## src/rtl/u8c_pkg.sv

```systemverilog
// ----------------------------------------------------------------------------
// u8c_pkg
// Types, constants and glyph tables for the UTF-8 Cyrillic to LCD code mapper.
// ----------------------------------------------------------------------------
package u8c_pkg;

    typedef struct packed {
        logic [7:0] in_byte;
        logic       start_of_string;
        logic       upper_latin;
    } t_in_item;

    typedef struct packed {
        logic [7:0] lcd_code;
        logic       code_valid;
        logic       end_of_string;
        logic [7:0] chars_sent;
    } t_out_item;

    typedef struct packed {
        logic       charset_mode;
        logic [7:0] char_limit;
    } t_cfg;

    // configuration register indexes
    localparam logic CFG_CHARSET_MODE = 1'b0;
    localparam logic CFG_CHAR_LIMIT   = 1'b1;

    localparam logic [7:0] CHAR_LIMIT_RST = 8'd16;

    // held lead byte codes
    localparam logic [1:0] LEAD_NONE = 2'd0;
    localparam logic [1:0] LEAD_D0   = 2'd1;
    localparam logic [1:0] LEAD_D1   = 2'd2;

    localparam logic [7:0] BYTE_NUL     = 8'h00;
    localparam logic [7:0] BYTE_LEAD_D0 = 8'hD0;
    localparam logic [7:0] BYTE_LEAD_D1 = 8'hD1;
    localparam logic [7:0] CODE_UNKNOWN = 8'h3F;
    localparam logic [7:0] ASCII_LOW_A  = 8'h61;
    localparam logic [7:0] ASCII_LOW_Z  = 8'h7A;
    localparam logic [7:0] CASE_DELTA   = 8'h20;

    // U+0410..U+042F, ROM Cyrillic charset
    localparam logic [7:0] ROM_TAB [32] = '{
        8'h41, 8'hA0, 8'h42, 8'hA1, 8'hE0, 8'h45, 8'hA3, 8'hA4,
        8'hA5, 8'hA5, 8'h4B, 8'hA6, 8'h4D, 8'h48, 8'h4F, 8'hA7,
        8'h50, 8'h43, 8'h54, 8'hA8, 8'hA9, 8'h58, 8'hAA, 8'hAB,
        8'hAC, 8'hAD, 8'hAE, 8'hAF, 8'hB0, 8'hB1, 8'hB2, 8'hB3
    };

    // U+0410..U+042F, Latin lookalikes and custom glyphs 0..7
    localparam logic [7:0] LAT_TAB [32] = '{
        8'h41, 8'h00, 8'h42, 8'h01, 8'h02, 8'h45, 8'h03, 8'h33,
        8'h04, 8'h04, 8'h4B, 8'h05, 8'h4D, 8'h48, 8'h4F, 8'hF7,
        8'h50, 8'h43, 8'h54, 8'h59, 8'h06, 8'h58, 8'hF9, 8'h34,
        8'h3F, 8'h3F, 8'h3F, 8'h3F, 8'h62, 8'h3F, 8'h07, 8'h3F
    };

endpackage

```

## src/rtl/u8c_map.sv

```systemverilog
// ----------------------------------------------------------------------------
// u8c_map
// Maps a code point offset (code point minus U+0400) to an LCD character code.
// ----------------------------------------------------------------------------
module u8c_map
    import u8c_pkg::*;
(
    input  logic [6:0] i_off,
    input  logic       i_rom,
    output logic [7:0] o_code
);

    logic [6:0] fold_off;
    logic [6:0] tab_off;
    logic [7:0] rom_code;
    logic [7:0] lat_code;

    // lowercase and U+0456/0457 fold onto their uppercase rows
    always_comb begin
        if (i_off >= 7'h30 && i_off <= 7'h4F) begin
            fold_off = i_off - 7'h20;
        end else if (i_off == 7'h56 || i_off == 7'h57) begin
            fold_off = i_off - 7'h50;
        end else begin
            fold_off = i_off;
        end
    end

    assign tab_off  = fold_off - 7'h10;
    assign rom_code = ROM_TAB[tab_off[4:0]];
    assign lat_code = LAT_TAB[tab_off[4:0]];

    always_comb begin
        if (fold_off >= 7'h10 && fold_off <= 7'h2F) begin
            o_code = i_rom ? rom_code : lat_code;
        end else if (fold_off == 7'h06) begin
            o_code = 8'h49;
        end else if (fold_off == 7'h07) begin
            o_code = i_rom ? 8'hEA : 8'h49;
        end else begin
            o_code = CODE_UNKNOWN;
        end
    end

endmodule

```

## src/rtl/u8c_step.sv

```systemverilog
// ----------------------------------------------------------------------------
// u8c_step
// String state (held lead, count, finished flag) and per-byte decision.
// ----------------------------------------------------------------------------
module u8c_step
    import u8c_pkg::*;
(
    input  logic      i_clk,
    input  logic      i_rst_n,
    input  logic      i_fire,
    input  t_in_item  i_item,
    input  t_cfg      i_cfg,
    output logic      o_has_result,
    output t_out_item o_result
);

    logic [1:0] r_held_lead, n_held_lead;
    logic [7:0] r_char_count, n_char_count;
    logic       r_finished, n_finished;

    logic [1:0] cur_lead;
    logic [7:0] cur_count;
    logic       cur_fin;
    logic [7:0] cnt_inc;
    logic [7:0] raw_code;
    logic [7:0] map_code;
    logic [6:0] cp_off;

    assign cur_lead  = i_item.start_of_string ? LEAD_NONE : r_held_lead;
    assign cur_count = i_item.start_of_string ? 8'd0 : r_char_count;
    assign cur_fin   = i_item.start_of_string ? 1'b0 : r_finished;
    assign cnt_inc   = cur_count + 8'd1;
    assign cp_off    = {cur_lead == LEAD_D1, i_item.in_byte[5:0]};

    u8c_map u_map (
        .i_off  (cp_off),
        .i_rom  (i_cfg.charset_mode),
        .o_code (map_code)
    );

    always_comb begin
        if (i_item.upper_latin && i_item.in_byte >= ASCII_LOW_A
                && i_item.in_byte <= ASCII_LOW_Z) begin
            raw_code = i_item.in_byte - CASE_DELTA;
        end else begin
            raw_code = i_item.in_byte;
        end
    end

    always_comb begin
        n_held_lead  = cur_lead;
        n_char_count = cur_count;
        n_finished   = cur_fin;
        o_has_result = 1'b0;
        o_result     = '{lcd_code: 8'd0, code_valid: 1'b0, end_of_string: 1'b1,
                         chars_sent: cur_count};
        if (cur_fin) begin
            o_has_result = 1'b0;
        end else if (cur_count >= i_cfg.char_limit) begin
            n_held_lead  = LEAD_NONE;
            n_finished   = 1'b1;
            o_has_result = 1'b1;
        end else if (i_item.in_byte == BYTE_NUL) begin
            n_held_lead  = LEAD_NONE;
            n_finished   = 1'b1;
            o_has_result = 1'b1;
            // dangling lead goes out raw
            if (cur_lead != LEAD_NONE) begin
                n_char_count        = cnt_inc;
                o_result.lcd_code   = (cur_lead == LEAD_D0) ? BYTE_LEAD_D0 : BYTE_LEAD_D1;
                o_result.code_valid = 1'b1;
                o_result.chars_sent = cnt_inc;
            end
        end else if (cur_lead == LEAD_NONE && (i_item.in_byte == BYTE_LEAD_D0
                || i_item.in_byte == BYTE_LEAD_D1)) begin
            n_held_lead = (i_item.in_byte == BYTE_LEAD_D0) ? LEAD_D0 : LEAD_D1;
        end else begin
            n_held_lead            = LEAD_NONE;
            n_char_count           = cnt_inc;
            n_finished             = (cnt_inc >= i_cfg.char_limit);
            o_has_result           = 1'b1;
            o_result.lcd_code      = (cur_lead != LEAD_NONE) ? map_code : raw_code;
            o_result.code_valid    = 1'b1;
            o_result.end_of_string = (cnt_inc >= i_cfg.char_limit);
            o_result.chars_sent    = cnt_inc;
        end
    end

    always_ff @(posedge i_clk) begin
        if (!i_rst_n) begin
            r_held_lead  <= LEAD_NONE;
            r_char_count <= 8'd0;
            r_finished   <= 1'b0;
        end else if (i_fire) begin
            r_held_lead  <= n_held_lead;
            r_char_count <= n_char_count;
            r_finished   <= n_finished;
        end
    end

endmodule

```

## src/rtl/utf8_cyrillic_to_lcd_charmap.sv

```systemverilog
// ----------------------------------------------------------------------------
// utf8_cyrillic_to_lcd_charmap
// UTF-8 byte stream in, character LCD codes out, Cyrillic mapped.
// ----------------------------------------------------------------------------
// Channel   Direction  Handshake                  Payload
// in        input      i_in_valid / o_in_ready    i_in  (t_in_item)
// out       output     o_out_valid / i_out_ready  o_out (t_out_item)
// cfg       input      i_cfg_we                   i_cfg_idx, i_cfg_data
//
// Each byte is registered in the input register, is decoded in one pass and
// lands in the output register, from which its beat is offered; one byte per
// cycle while the output beat is not stalled.
// Lead bytes held for the next byte and bytes after end of string produce no output beat.
// Synchronous active-low reset clears string state and valids and sets config to its defaults.
// A stalled output beat holds the input register; a new byte is taken in
// the same cycle that the pending output beat is taken.
// ----------------------------------------------------------------------------
module utf8_cyrillic_to_lcd_charmap
    import u8c_pkg::*;
(
    input  logic      i_clk,
    input  logic      i_rst_n,
    input  logic      i_in_valid,
    output logic      o_in_ready,
    input  t_in_item  i_in,
    output logic      o_out_valid,
    input  logic      i_out_ready,
    output t_out_item o_out,
    input  logic      i_cfg_we,
    input  logic      i_cfg_idx,
    input  logic [7:0] i_cfg_data
);

    t_cfg      r_cfg;
    logic      r_in_valid;
    t_in_item  r_in;
    logic      r_out_valid;
    t_out_item r_out;

    logic      out_free;
    logic      fire;
    logic      has_result;
    t_out_item result;

    assign out_free   = !r_out_valid || i_out_ready;
    assign fire       = r_in_valid && out_free;
    assign o_in_ready = !r_in_valid || fire;

    always_ff @(posedge i_clk) begin
        if (!i_rst_n) begin
            r_cfg.charset_mode <= 1'b0;
            r_cfg.char_limit   <= CHAR_LIMIT_RST;
        end else if (i_cfg_we) begin
            unique case (i_cfg_idx)
                CFG_CHARSET_MODE: r_cfg.charset_mode <= i_cfg_data[0];
                CFG_CHAR_LIMIT:   r_cfg.char_limit   <= i_cfg_data;
            endcase
        end
    end

    always_ff @(posedge i_clk) begin
        if (!i_rst_n) begin
            r_in_valid <= 1'b0;
        end else if (o_in_ready) begin
            r_in_valid <= i_in_valid;
        end
    end

    always_ff @(posedge i_clk) begin
        if (i_in_valid && o_in_ready) begin
            r_in <= i_in;
        end
    end

    u8c_step u_step (
        .i_clk        (i_clk),
        .i_rst_n      (i_rst_n),
        .i_fire       (fire),
        .i_item       (r_in),
        .i_cfg        (r_cfg),
        .o_has_result (has_result),
        .o_result     (result)
    );

    always_ff @(posedge i_clk) begin
        if (!i_rst_n) begin
            r_out_valid <= 1'b0;
        end else if (out_free) begin
            r_out_valid <= fire && has_result;
        end
    end

    always_ff @(posedge i_clk) begin
        if (fire && has_result) begin
            r_out <= result;
        end
    end

    assign o_out_valid = r_out_valid;
    assign o_out       = r_out;

    // an empty beat always closes the string
    a_invalid_ends: assert property (@(posedge i_clk) disable iff (!i_rst_n)
        o_out_valid && !o_out.code_valid |-> o_out.end_of_string && o_out.lcd_code == 8'd0)
        else $error("empty beat without end_of_string or with nonzero code");

    // a sent character is always counted
    a_sent_counted: assert property (@(posedge i_clk) disable iff (!i_rst_n)
        o_out_valid && o_out.code_valid |-> o_out.chars_sent != 8'd0)
        else $error("character beat with zero count");

    // output register only loads from a decoded byte
    a_out_source: assert property (@(posedge i_clk) disable iff (!i_rst_n)
        $rose(o_out_valid) |-> $past(r_in_valid))
        else $error("output beat without a byte in the input register");

endmodule

```

## config.mk

```make
export PLATFORM = sky130hd
export DESIGN_NAME = utf8_cyrillic_to_lcd_charmap
export DESIGN_NICKNAME = d
export VERILOG_FILES = /design/src/rtl/u8c_pkg.sv /design/src/rtl/u8c_map.sv /design/src/rtl/u8c_step.sv /design/src/rtl/utf8_cyrillic_to_lcd_charmap.sv
export SDC_FILE = /design/constraint.sdc
export NUM_CORES = 1
export LEC_CHECK = 0
export BUFFER_PORTS_ARGS = -buffer_cell sky130_fd_sc_hd__buf_2
export CAP_MARGIN = 20
export CELL_PAD_IN_SITES_DETAIL_PLACEMENT = 1
export CELL_PAD_IN_SITES_GLOBAL_PLACEMENT = 1
export CORE_UTILIZATION = 48
export CTS_CLUSTER_DIAMETER = 60
export CTS_CLUSTER_SIZE = 24
export DETAILED_ROUTE_END_ITERATION = 6
export GPL_TIMING_DRIVEN = 0
export PLACE_DENSITY = 0.91
export SLEW_MARGIN = 10
export SYNTH_ARGS = -nofsm -noshare
export SYNTH_HDL_FRONTEND = slang
export SYNTH_SLANG_ARGS = --single-unit
export TNS_END_PERCENT = 30
```

## constraint.sdc

```tcl
create_clock -name i_clk -period 5.58 [get_ports i_clk]
set_clock_uncertainty 0.1 [all_clocks]
set_input_delay 0.279 -clock i_clk [delete_from_list [all_inputs] [get_ports i_clk]]
set_output_delay 0.279 -clock i_clk [all_outputs]
set_load 0.1 [all_outputs]
```

==> metrics, run 1 <==
diode count 0; CTS tree built; CTS clk-pin slew, worst paths 0.11 ns; I/O Buffers 42; detailed-route via count 3884; Worst Hold Margin 0.0311 ns; WL final ~12 mm; Synth cell types 74; flops & latches, synth 50; DR DRC count 0; Root Driver clkbuf_8; pwr dens 227 nW/um2; die span in y 91.9 um; Top Ports 44; setup TNS 0 ns; critical path launch point type register; Hold Crit Class input pin to register; syn_area_per_cell 8.58 um2; Starting Density 49.9%; fmax 248 MHz; crit path DAT roughly 4.0 ns; count of max-cap constraint violations 0; post-synthesis sequential area ratio 33.0%; HPWL after DPL 9.02 mm; GRT overflow 0; P_int 0.000602 W; Clk Latency, worst-skew pair 0.32 ns; Area after DPL 4230 um2; Rows 32; Rel. slew slack 39.7%; Psw 0.000383 W; clock power share 24.5%; Sw Share 38.9%; final hold violations 0; largest area contributor in the netlist edfxtp_1; Post-Syn Area 3880 um2; first-pass GRT wire length approximately 20 mm; antenna viol nets, final 0; GPL Wtd Cong around 0.9; Setup-failing EPs final 0; peak supply drop 0.120 mV; CP max-delay cell or3b_2; sequential power share 44.1%; layout cell share with drive strength beyond 1 between 10% and 20%; gr usage total between 20% and 30%; hold_buf cts 0; Least-Margin Pin Slew 0.893 ns; area delta synth->final 11.7%; cell leakage power 1.77 nW; Gate power share 31.4%; H-tree depth 2; Most used DFF post-synth edfxtp_1; final period demand of the worst path 4.02 ns; crit path cell chain clkbuf_1 -> buf_1 -> nor2b_1 -> ha_1 -> a21boi_0 -> o21ai_0 -> a211o_1 -> nand3_1 -> or3b_2 -> a311oi_1 -> nand2_1; post-synthesis async set-or-reset flop share 0%; RSZ-0062 raised after global routing no; post-layout net count between 500 and 600; Syn. warnings 0; outcome complete, no violations; Chip Width about 92 um; die area roughly 8400 um2; Max FO, Critical Path 10; vias per cell 6.42; TritonCTS Buffers 5; setup bufs post-CTS 0; Worst Setup End Kind register; Synth Instances 452; Crit Path Category register to register; CTS max path bufs 2; Post-synth EDFFs 28; Pre-antenna DRT Iters 7; Initial DRC Count roughly 360; Core Area 7770 um2; Yosys top cell area share 21.7%; Crit path required time around 5.6 ns; initial antenna violation count 0; Synthesized Nets 507; drt wl/cell between 20 and 25 um; vias in the first global route 3858; # clock sinks 50; CP max stage delay 0.51 ns; pin count of the biggest net entering global routing 19; fin crit share 72.1%; fin. max-slew vios 0; post-route design area approximately 4300 um2; top cells by area, synth edfxtp_1 22%, dfxtp_1 11%, ha_1 10%; Final Total Pwr between 0.0009 and 0.001 W; Resize count post-CTS 0
==> final cells by class <==
cell class,count,area (um2)
timing repair buffer,43,225
multi-input combinational,348,2350
sequential,50,1280
buffer,31,163
clock buffer,5,68.8
inverter,23,86.3
clock inverter,3,28.8
fill,966,3440
tap,102,128
==> synthesized netlist by cell type (4+ instances only) <==
| master | instances |
|---|---|
| nand2_1 | 46 |
| nor4_1 | 4 |
| o211ai_1 | 5 |
| edfxtp_1 | 28 |
| xnor2_1 | 4 |
| xor2_1 | 4 |
| ha_1 | 31 |
| nand3_1 | 25 |
| inv_1 | 22 |
| clkbuf_1 | 18 |
| a221oi_1 | 5 |
| nor3_1 | 13 |
| a31oi_1 | 7 |
| o21ai_0 | 20 |
| dfxtp_1 | 22 |
| nor2b_1 | 15 |
| and3_1 | 4 |
| a21oi_1 | 25 |
| mux2i_1 | 4 |
| o21a_1 | 5 |
| o221ai_1 | 4 |
| buf_6 | 4 |
| o31ai_1 | 4 |
| nand2b_1 | 4 |
| nor2_1 | 36 |
| nand4_1 | 5 |
| buf_2 | 4 |
| a21boi_0 | 12 |
==> path summary, 6_finish.rpt <==
path                  from  endpoint  slack (ns)  cells past startpoint
setup / recovery   r_in[1]  o_out[2]        1.56                     11
hold / removal     i_in[6]   r_in[6]        0.03                      1
setup reg to reg   r_in[1]  o_out[2]        1.56                     11
hold reg to reg   r_cfg[2]  r_cfg[2]        0.38                      2
==> worst max-delay path, delay by kind of cell, from the launching register on <==
family                   cells  cell delay, ns
adder cells (fa/ha/maj)      1            0.32
AO/OA/AOI/OAI                4            0.94
buffers and inverters        2            0.85
AND/OR/NAND/NOR              4            1.09
flip-flops                   1            0.48
==> metal layers <==
| metal | up-vias | global-route usage, % | part of all wire (%) | wire length (um) |
|---|---|---|---|---|
| met3 | 25 | 4.06 | 6.3 | 775 |
| met5 | - | 0 | 0 | 0 |
| met2 | 177 | 50.2 | 47 | 5760 |
| met4 | 0 | 8.07 | 1.6 | 199 |
| li1 | 1774 | - | - | - |
| met1 | 1908 | 40.3 | 45 | 5520 |
==> flip-flops by register name, indices dropped and copies added, names as in the netlist <==
register	cells
r_cfg	9
r_in	10
o_out	18
r_in_valid	1
o_out_valid	1
u_step.r_finished	1
u_step.r_held_lead	2
u_step.r_char_count	8
==> metrics by stage <==
stage	std cells	setup WS [ns]	util, %
final	605	1.56	55.8
after global routing	605	1.35	55.8
after CTS	605	1.61	55.8
after detailed placement	597	1.66	54.5
after global placement	596	1.31	54.3
after floorplan	452	2.20	-
==> kinds of logic (layout without fill, tap and decap cells) <==
group	Yosys count	in the layout	synth area share (%)
adders and majority gates	31	31	10.0
DFF	50	50	33.0
AOI/OAI and AO/OA	135	135	24.9
and+or+nand+nor	168	168	21.8
muxes	6	6	2.00
buffers and inverters	54	105	6.42
xor gates and xnor gates	8	8	1.81
==> power by group through the flow <==
stage | clock, W | sequential (W) | combinational [W]
2_1_floorplan | 0 | 0.000507 | 0.000157
3_3_place_gp | 0 | 0.000440 | 0.000288
3_5_place_dp | 0 | 0.000441 | 0.000302
4_1_cts | 0.000242 | 0.000434 | 0.000306
5_1_grt | 0.000252 | 0.000436 | 0.000331
6_report | 0.000241 | 0.000434 | 0.000309
==> cells in the final DEF, fill, tap and decap left out, types with 4 or more instances in the layout <==
master,synthesis,routed
inv_1,22,22
nor2_1,36,35
nor3_1,13,13
clkbuf_1,18,18
and3_1,4,4
nand2_1,46,46
xor2_1,4,4
nand2b_1,4,4
xnor2_1,4,4
o211ai_1,5,5
nand4_1,5,5
a21oi_1,25,25
edfxtp_1,28,28
o221ai_1,4,4
nor4_1,4,4
o31ai_1,4,4
mux2i_1,4,4
dfxtp_1,22,22
o21a_1,5,5
clkbuf_8,0,5
buf_6,4,4
o21ai_0,20,20
nand3_1,25,25
ha_1,31,31
a221oi_1,5,5
a21boi_0,12,12
buf_2,4,46
nor2b_1,15,15
a31oi_1,7,7
(Power assumes the default switching activity.)
==> inputs of run 2 (changes only) <==
Settings changed: CORE_UTILIZATION 48 to 41, PLACE_DENSITY 0.91 to 0.84.
Clock period 5.58 ns to 3.57 ns, I/O delays scaled along.
==> metrics, run 2 (synthesized netlist as in run 1, its figures left out) <==
Clk Latency, worst-skew pair 0.31 ns (about the same); max reg flops 18 (unchanged); area delta synth->final 15.9%; CTS clk-pin slew, worst paths 0.10 ns (about the same); metal3 WL 747 um (-3.6%); final hold violations 0 (unchanged); critical path launch point type register; TritonCTS Buffers 5 (unchanged); initial antenna violation count 0 (unchanged); Core Area 9200 um2 (+18%); HPWL after DPL 9.03 mm (about the same); post-layout net count 567 (+1.8%); layout cell share with drive strength beyond 1 16.8% (+1.1 points); count of max-cap constraint violations 0 (unchanged); CTS max path bufs 2 (unchanged); Least-Margin Pin Slew 0.586 ns (-0.307 ns); vias per cell 6.16 (-4.1%); Root Driver clkbuf_8; CP max-delay cell edfxtp_1; Chip Width 99.3 um (+8.0%); fmax 287 MHz (+15%); antenna viol nets, final 0 (unchanged); Final Total Pwr 0.00159 W (+61%); Max FO, Critical Path 10 (unchanged); vias in the first global route 3771 (-2.3%); outcome complete, no violations; # clock sinks 50 (unchanged); cell family contributing the most delay on the critical path compound AO/OA/AOI/OAI gates; cell leakage power 1.84 nW (+3.7%); DR top layer met4; GRT overflow 0 (unchanged); pin count of the biggest net entering global routing 17 (-2); drt wl/cell 19.4 um (-4.3%); first-pass GRT wire length 19.5 mm (-2.0%); Worst Setup End Kind register; CP bufs+invs 3 (+1); CP max stage delay 0.46 ns (-0.05 ns); final period demand of the worst path 3.49 ns (-0.537 ns); Starting Density 42.2% (-7.8 points); most frequent cells in the layout 47 x buf_2, 46 x nand2_1, 34 x nor2_1; fin. max-slew vios 0 (unchanged); DR DRC count 0 (unchanged); Rel. slew slack 59.9% (+20 points); Crit path required time 3.56 ns (-1.99 ns); Rows 35 (+9.4%); crit path DAT 3.48 ns (-0.51 ns); die area 9850 um2 (+17%); pre-CTS setup slack -0.399 ns (-2.06 ns); RSZ-0062 raised after global routing yes; Initial DRC Count 253 (-30%); GPL Wtd Cong 0.904 (about the same); WL met1 5.45 mm (-1.3%); commonest non-fill, non-tap cell in the layout buf_2; pwr dens 353 nW/um2 (+55%); detailed-route via count 3842 (-1.1%); diode count 0 (unchanged); Setup-failing EPs final 0 (unchanged); peak supply drop 0.165 mV (+37%); crit path cell chain buf_6 -> inv_1 -> ha_1 -> buf_6 -> nor3b_4 -> a221o_1 -> a221oi_2 -> o21a_2 -> mux2_4 -> a21boi_1 -> o31ai_1; WL final 12.1 mm (-1.3%); Pre-antenna DRT Iters 5 (-2); final setup margin 0.0817 ns (-1.47 ns); Hold Crit Class input pin to register; metal2 WL 5.67 mm (-1.6%); setup TNS 0 ns (unchanged); Crit Path Category register to register; CP most frequent cell buf_6; die span in y 99.3 um (+8.0%); CTS tree built; H-tree depth 2 (unchanged); fin crit share 97.7% (+26 points); gr usage total 25.0% (-4.9 points); I/O Buffers 42 (unchanged); Top Ports 44 (unchanged)
run 2: cell count changes in the layout (fill, tap and decap cells not counted), sizes merged:
| cell | change |
|---|---|
| clkinv | -1 |
| bufinv | +1 |
| dlygate4sd3 | +10 |
run 2: cell type report:
type | count | area (um2)
Buffer | 31 | 165
Clock buffer | 5 | 68.8
Tap cell | 111 | 139
Multi-Input combinational cell | 348 | 2390
Clock inverter | 3 | 42.5
Fill cell | 1112 | 4700
Inverter | 23 | 86.3
Timing Repair Buffer | 53 | 322
Sequential cell | 50 | 1280
run 2: through the flow:
step / instances / instance area [um2] / hold WS, ns / utilization [%]
after floorplan: 452 / 3880 / 0.177 / -
after global placement: 605 / 4230 / 0.257 / 46.0
after detailed placement: 606 / 4240 / 0.257 / 46.1
after CTS: 624 / 4460 / 0.00195 / 48.5
after global routing: 624 / 4490 / 0.0206 / 48.9
final: 624 / 4490 / 0.00655 / 48.9
run 2: final timing paths:
kind	startpoint	endpoint	slack (ns)	depth (start not counted)
max	r_in[2]	o_out[16]	0.08	11
min	i_cfg_data[4]	r_cfg[4]	0.007	3
max reg2reg	r_in[2]	o_out[16]	0.08	11
min reg2reg	r_cfg[7]	r_cfg[7]	0.37	2
run 2: what timing repair did:
action                                  in CTS  in global routing
resized for setup                            4                  6
hold endpoints to repair                    10                  0
setup buffers                                0                  0
hold buffers                                10                  0
pin swaps                                    0                  0
endpoints found under the setup margin      34                 31
run 2: metal layers:
metal | up-vias | GRT usage, %
met5 | - | 0
met4 | 0 | 7.47
met3 | 25 | 3.23
met2 | 155 | 41.1
met1 | 1870 | 34.5
li1 | 1792 | -
run 2: tightest hold or removal path: cells and delay by family:
kind,cells,cell delay (ns)
buffers and inverters,1,0.07
and+or+nand+nor,2,0.14
run 2: power breakdown:
group          switching [W]  internal [W]  total [W]
combinational       0.000342      0.000151   0.000492
sequential         0.0000265      0.000652   0.000678
clock               0.000207      0.000209   0.000417
total               0.000575       0.00101    0.00159
==> inputs of run 3 (changes only) <==
Settings changed: BUFFER_PORTS_ARGS -buffer_cell sky130_fd_sc_hd__buf_2 to unset, CORE_UTILIZATION 41 to 44, DONT_BUFFER_PORTS set to 1, PLACE_DENSITY 0.84 to 0.83.
==> metrics, run 3 (synthesized netlist as in run 1, its figures left out) <==
Hold Startpoint i_rst_n; die area 9190 um2 (-6.7%); Fillers 1021 (-8.2%); GPL Wtd Cong 0.917 (+1.4%); Setup-failing EPs final 0 (unchanged); Critical Path Start r_in[2]; CTS clk-pin slew, worst paths 0.11 ns (about the same); vias in the first global route 3858 (+2.3%); most frequent cells in the layout 46 x nand2_1, 34 x nor2_1, 31 x ha_1; Top Ports 44 (unchanged); Crit path required time 3.55 ns (about the same); pwr dens 350 nW/um2 (-0.87%); drt wl/cell 20.4 um (+5.4%); Max FO, Critical Path 10 (unchanged); Rel. slew slack 36.0% (-24 points); Reg2Reg Setup Slack 0.15 ns (+0.07 ns); vias per cell 6.28 (+2.0%); Final Total Pwr 0.00153 W (-3.4%); WL final 12.0 mm (-1.0%); TritonCTS Buffers 5 (unchanged); detailed-route via count 3679 (-4.2%); final hold violations 0 (unchanged); WHS Path Cells 2 (-1); cell leakage power 1.71 nW (-6.8%); RSZ-0062 raised after global routing yes; setup bufs post-CTS 0 (unchanged); P_int 0.000941 W (-7.0%); post-layout net count 535 (-5.6%); initial antenna violation count 0 (unchanged); Worst Setup End Kind register; Least-Margin Pin Slew 0.958 ns (+0.372 ns); Hold Crit Class input pin to register; Psw 0.000592 W (+3.0%); DR DRC count 0 (unchanged); worst hold endpoint u_step.r_char_count[6]; area delta synth->final 12.9%; critical path launch point type register; Clk Latency, worst-skew pair 0.32 ns (about the same); # clock sinks 50 (unchanged); Starting Density 46.3% (+4.1 points); sequential power share 51.6% (+8.9 points); Gate power share 24.0% (-7.0 points); Pre-antenna DRT Iters 5 (unchanged); clock power share 24.4% (-1.8 points); fin. max-slew vios 0 (unchanged); Sw Share 38.6% (+2.4 points); antenna viol nets, final 0 (unchanged); count of max-cap constraint violations 0 (unchanged); CTS max path bufs 2 (unchanged); Initial DRC Count 308 (+22%); fin crit share 95.7% (-2.0 points); CTS tree built; Chip Width 95.9 um (-3.4%); crit path DAT 3.40 ns (-0.08 ns); commonest non-fill, non-tap cell in the layout nand2_1; post-route design area 4380 um2 (-2.5%); Core Util, Final 52.3% (+3.4 points); final period demand of the worst path 3.42 ns (-0.0725 ns); I/O Buffers 0 (-100%); die span in y 95.9 um (-3.4%); Reg2Reg Depth 11 (unchanged); diode count 0 (unchanged); Area after DPL 4030 um2 (-5.0%); fmax 293 MHz (+2.1%); layout cell share with drive strength beyond 1 10.4% (-6.4 points); gr usage total 28.1% (+3.0 points); reg-to-reg endpoint o_out[12]; Crit Path Category register to register; outcome complete, no violations; pin count of the biggest net entering global routing 19 (+2); HPWL after DPL 8.68 mm (-4.0%); GRT overflow 0 (unchanged); RR Startpoint r_in[2]; Root Driver clkbuf_8; Core Area 8380 um2 (-8.9%); H-tree depth 2 (unchanged); Rows 33 (-5.7%); first-pass GRT wire length 19.6 mm (+0.46%); max reg flops 18 (unchanged); peak supply drop 0.199 mV (+21%)
run 3: layout make-up:
type,instances,area [um2],area share [%]
buffer,31,168,3.83
clock buffer,5,68.8,1.57
clock inverter,3,28.8,0.657
inverter,23,93.8,2.14
multi-input combinational,348,2390,54.6
sequential,50,1280,29.2
tap,105,131,3.00
timing repair buffer,21,215,4.91
run 3: worst max-delay path by stage:
stage | end | slack, ns | depth (start not counted)
6_report | o_out[12] | 0.15 | 11
5_1_grt | o_out[2] | -0.005 | 12
4_1_cts | o_out[2] | 0.05 | 11
3_5_place_dp | o_out[2] | -0.39 | 11
3_3_place_gp | o_out[3] | -0.70 | 10
2_1_floorplan | o_out[0] | 0.19 | 10
run 3: critical path, stage by stage (launching register included):
cell and delay [ns]:
edfxtp_1 0.47, buf_6 0.19, clkinvlp_4 0.19, ha_1 0.26, buf_6 0.14, nor3b_4 0.18
a221o_1 0.35, a221oi_2 0.33, o21a_2 0.25, mux2_4 0.37, o21a_1 0.13, o221a_2 0.22
run 3: repair_timing:
action                     CTS  global route
hold buffers                20             0
hold endpoints to repair    22             0
resized for setup            5             9
setup endpoints to repair   17            11
run 3: per-layer routing:
| layer | GRT usage [%] | part of all wire, % | up-vias |
|---|---|---|---|
| met4 | 9.20 | 1.7 | 0 |
| li1 | - | - | 1735 |
| met5 | 0 | 0 | - |
| met1 | 38.9 | 47 | 1803 |
| met3 | 4.58 | 5.3 | 19 |
| met2 | 44.3 | 46 | 122 |
run 3: per-stage QoR:
stage / worst slack [ns] / hold slack (ns) / cells / setup TNS [ns]
floorplan: 0.192 / 0.177 / 452 / 0
global placement: -0.698 / 0.177 / 557 / -13.70
detailed placement: -0.389 / 0.177 / 558 / -1.13
CTS: 0.0494 / 0.0156 / 586 / 0
global route: -0.00495 / 0.0207 / 586 / -0.00495
finish: 0.154 / 0.0160 / 586 / 0
run 3: power by group through the flow:
| stage | clock network (W) | logic [W] | registers [W] |
|---|---|---|---|
| after floorplan | 0 | 0.000246 | 0.000793 |
| after detailed placement | 0 | 0.000333 | 0.000804 |
| after global routing | 0.000401 | 0.000405 | 0.000797 |
| after CTS | 0.000377 | 0.000355 | 0.000791 |
| final | 0.000374 | 0.000368 | 0.000791 |
| after global placement | 0 | 0.000317 | 0.000802 |
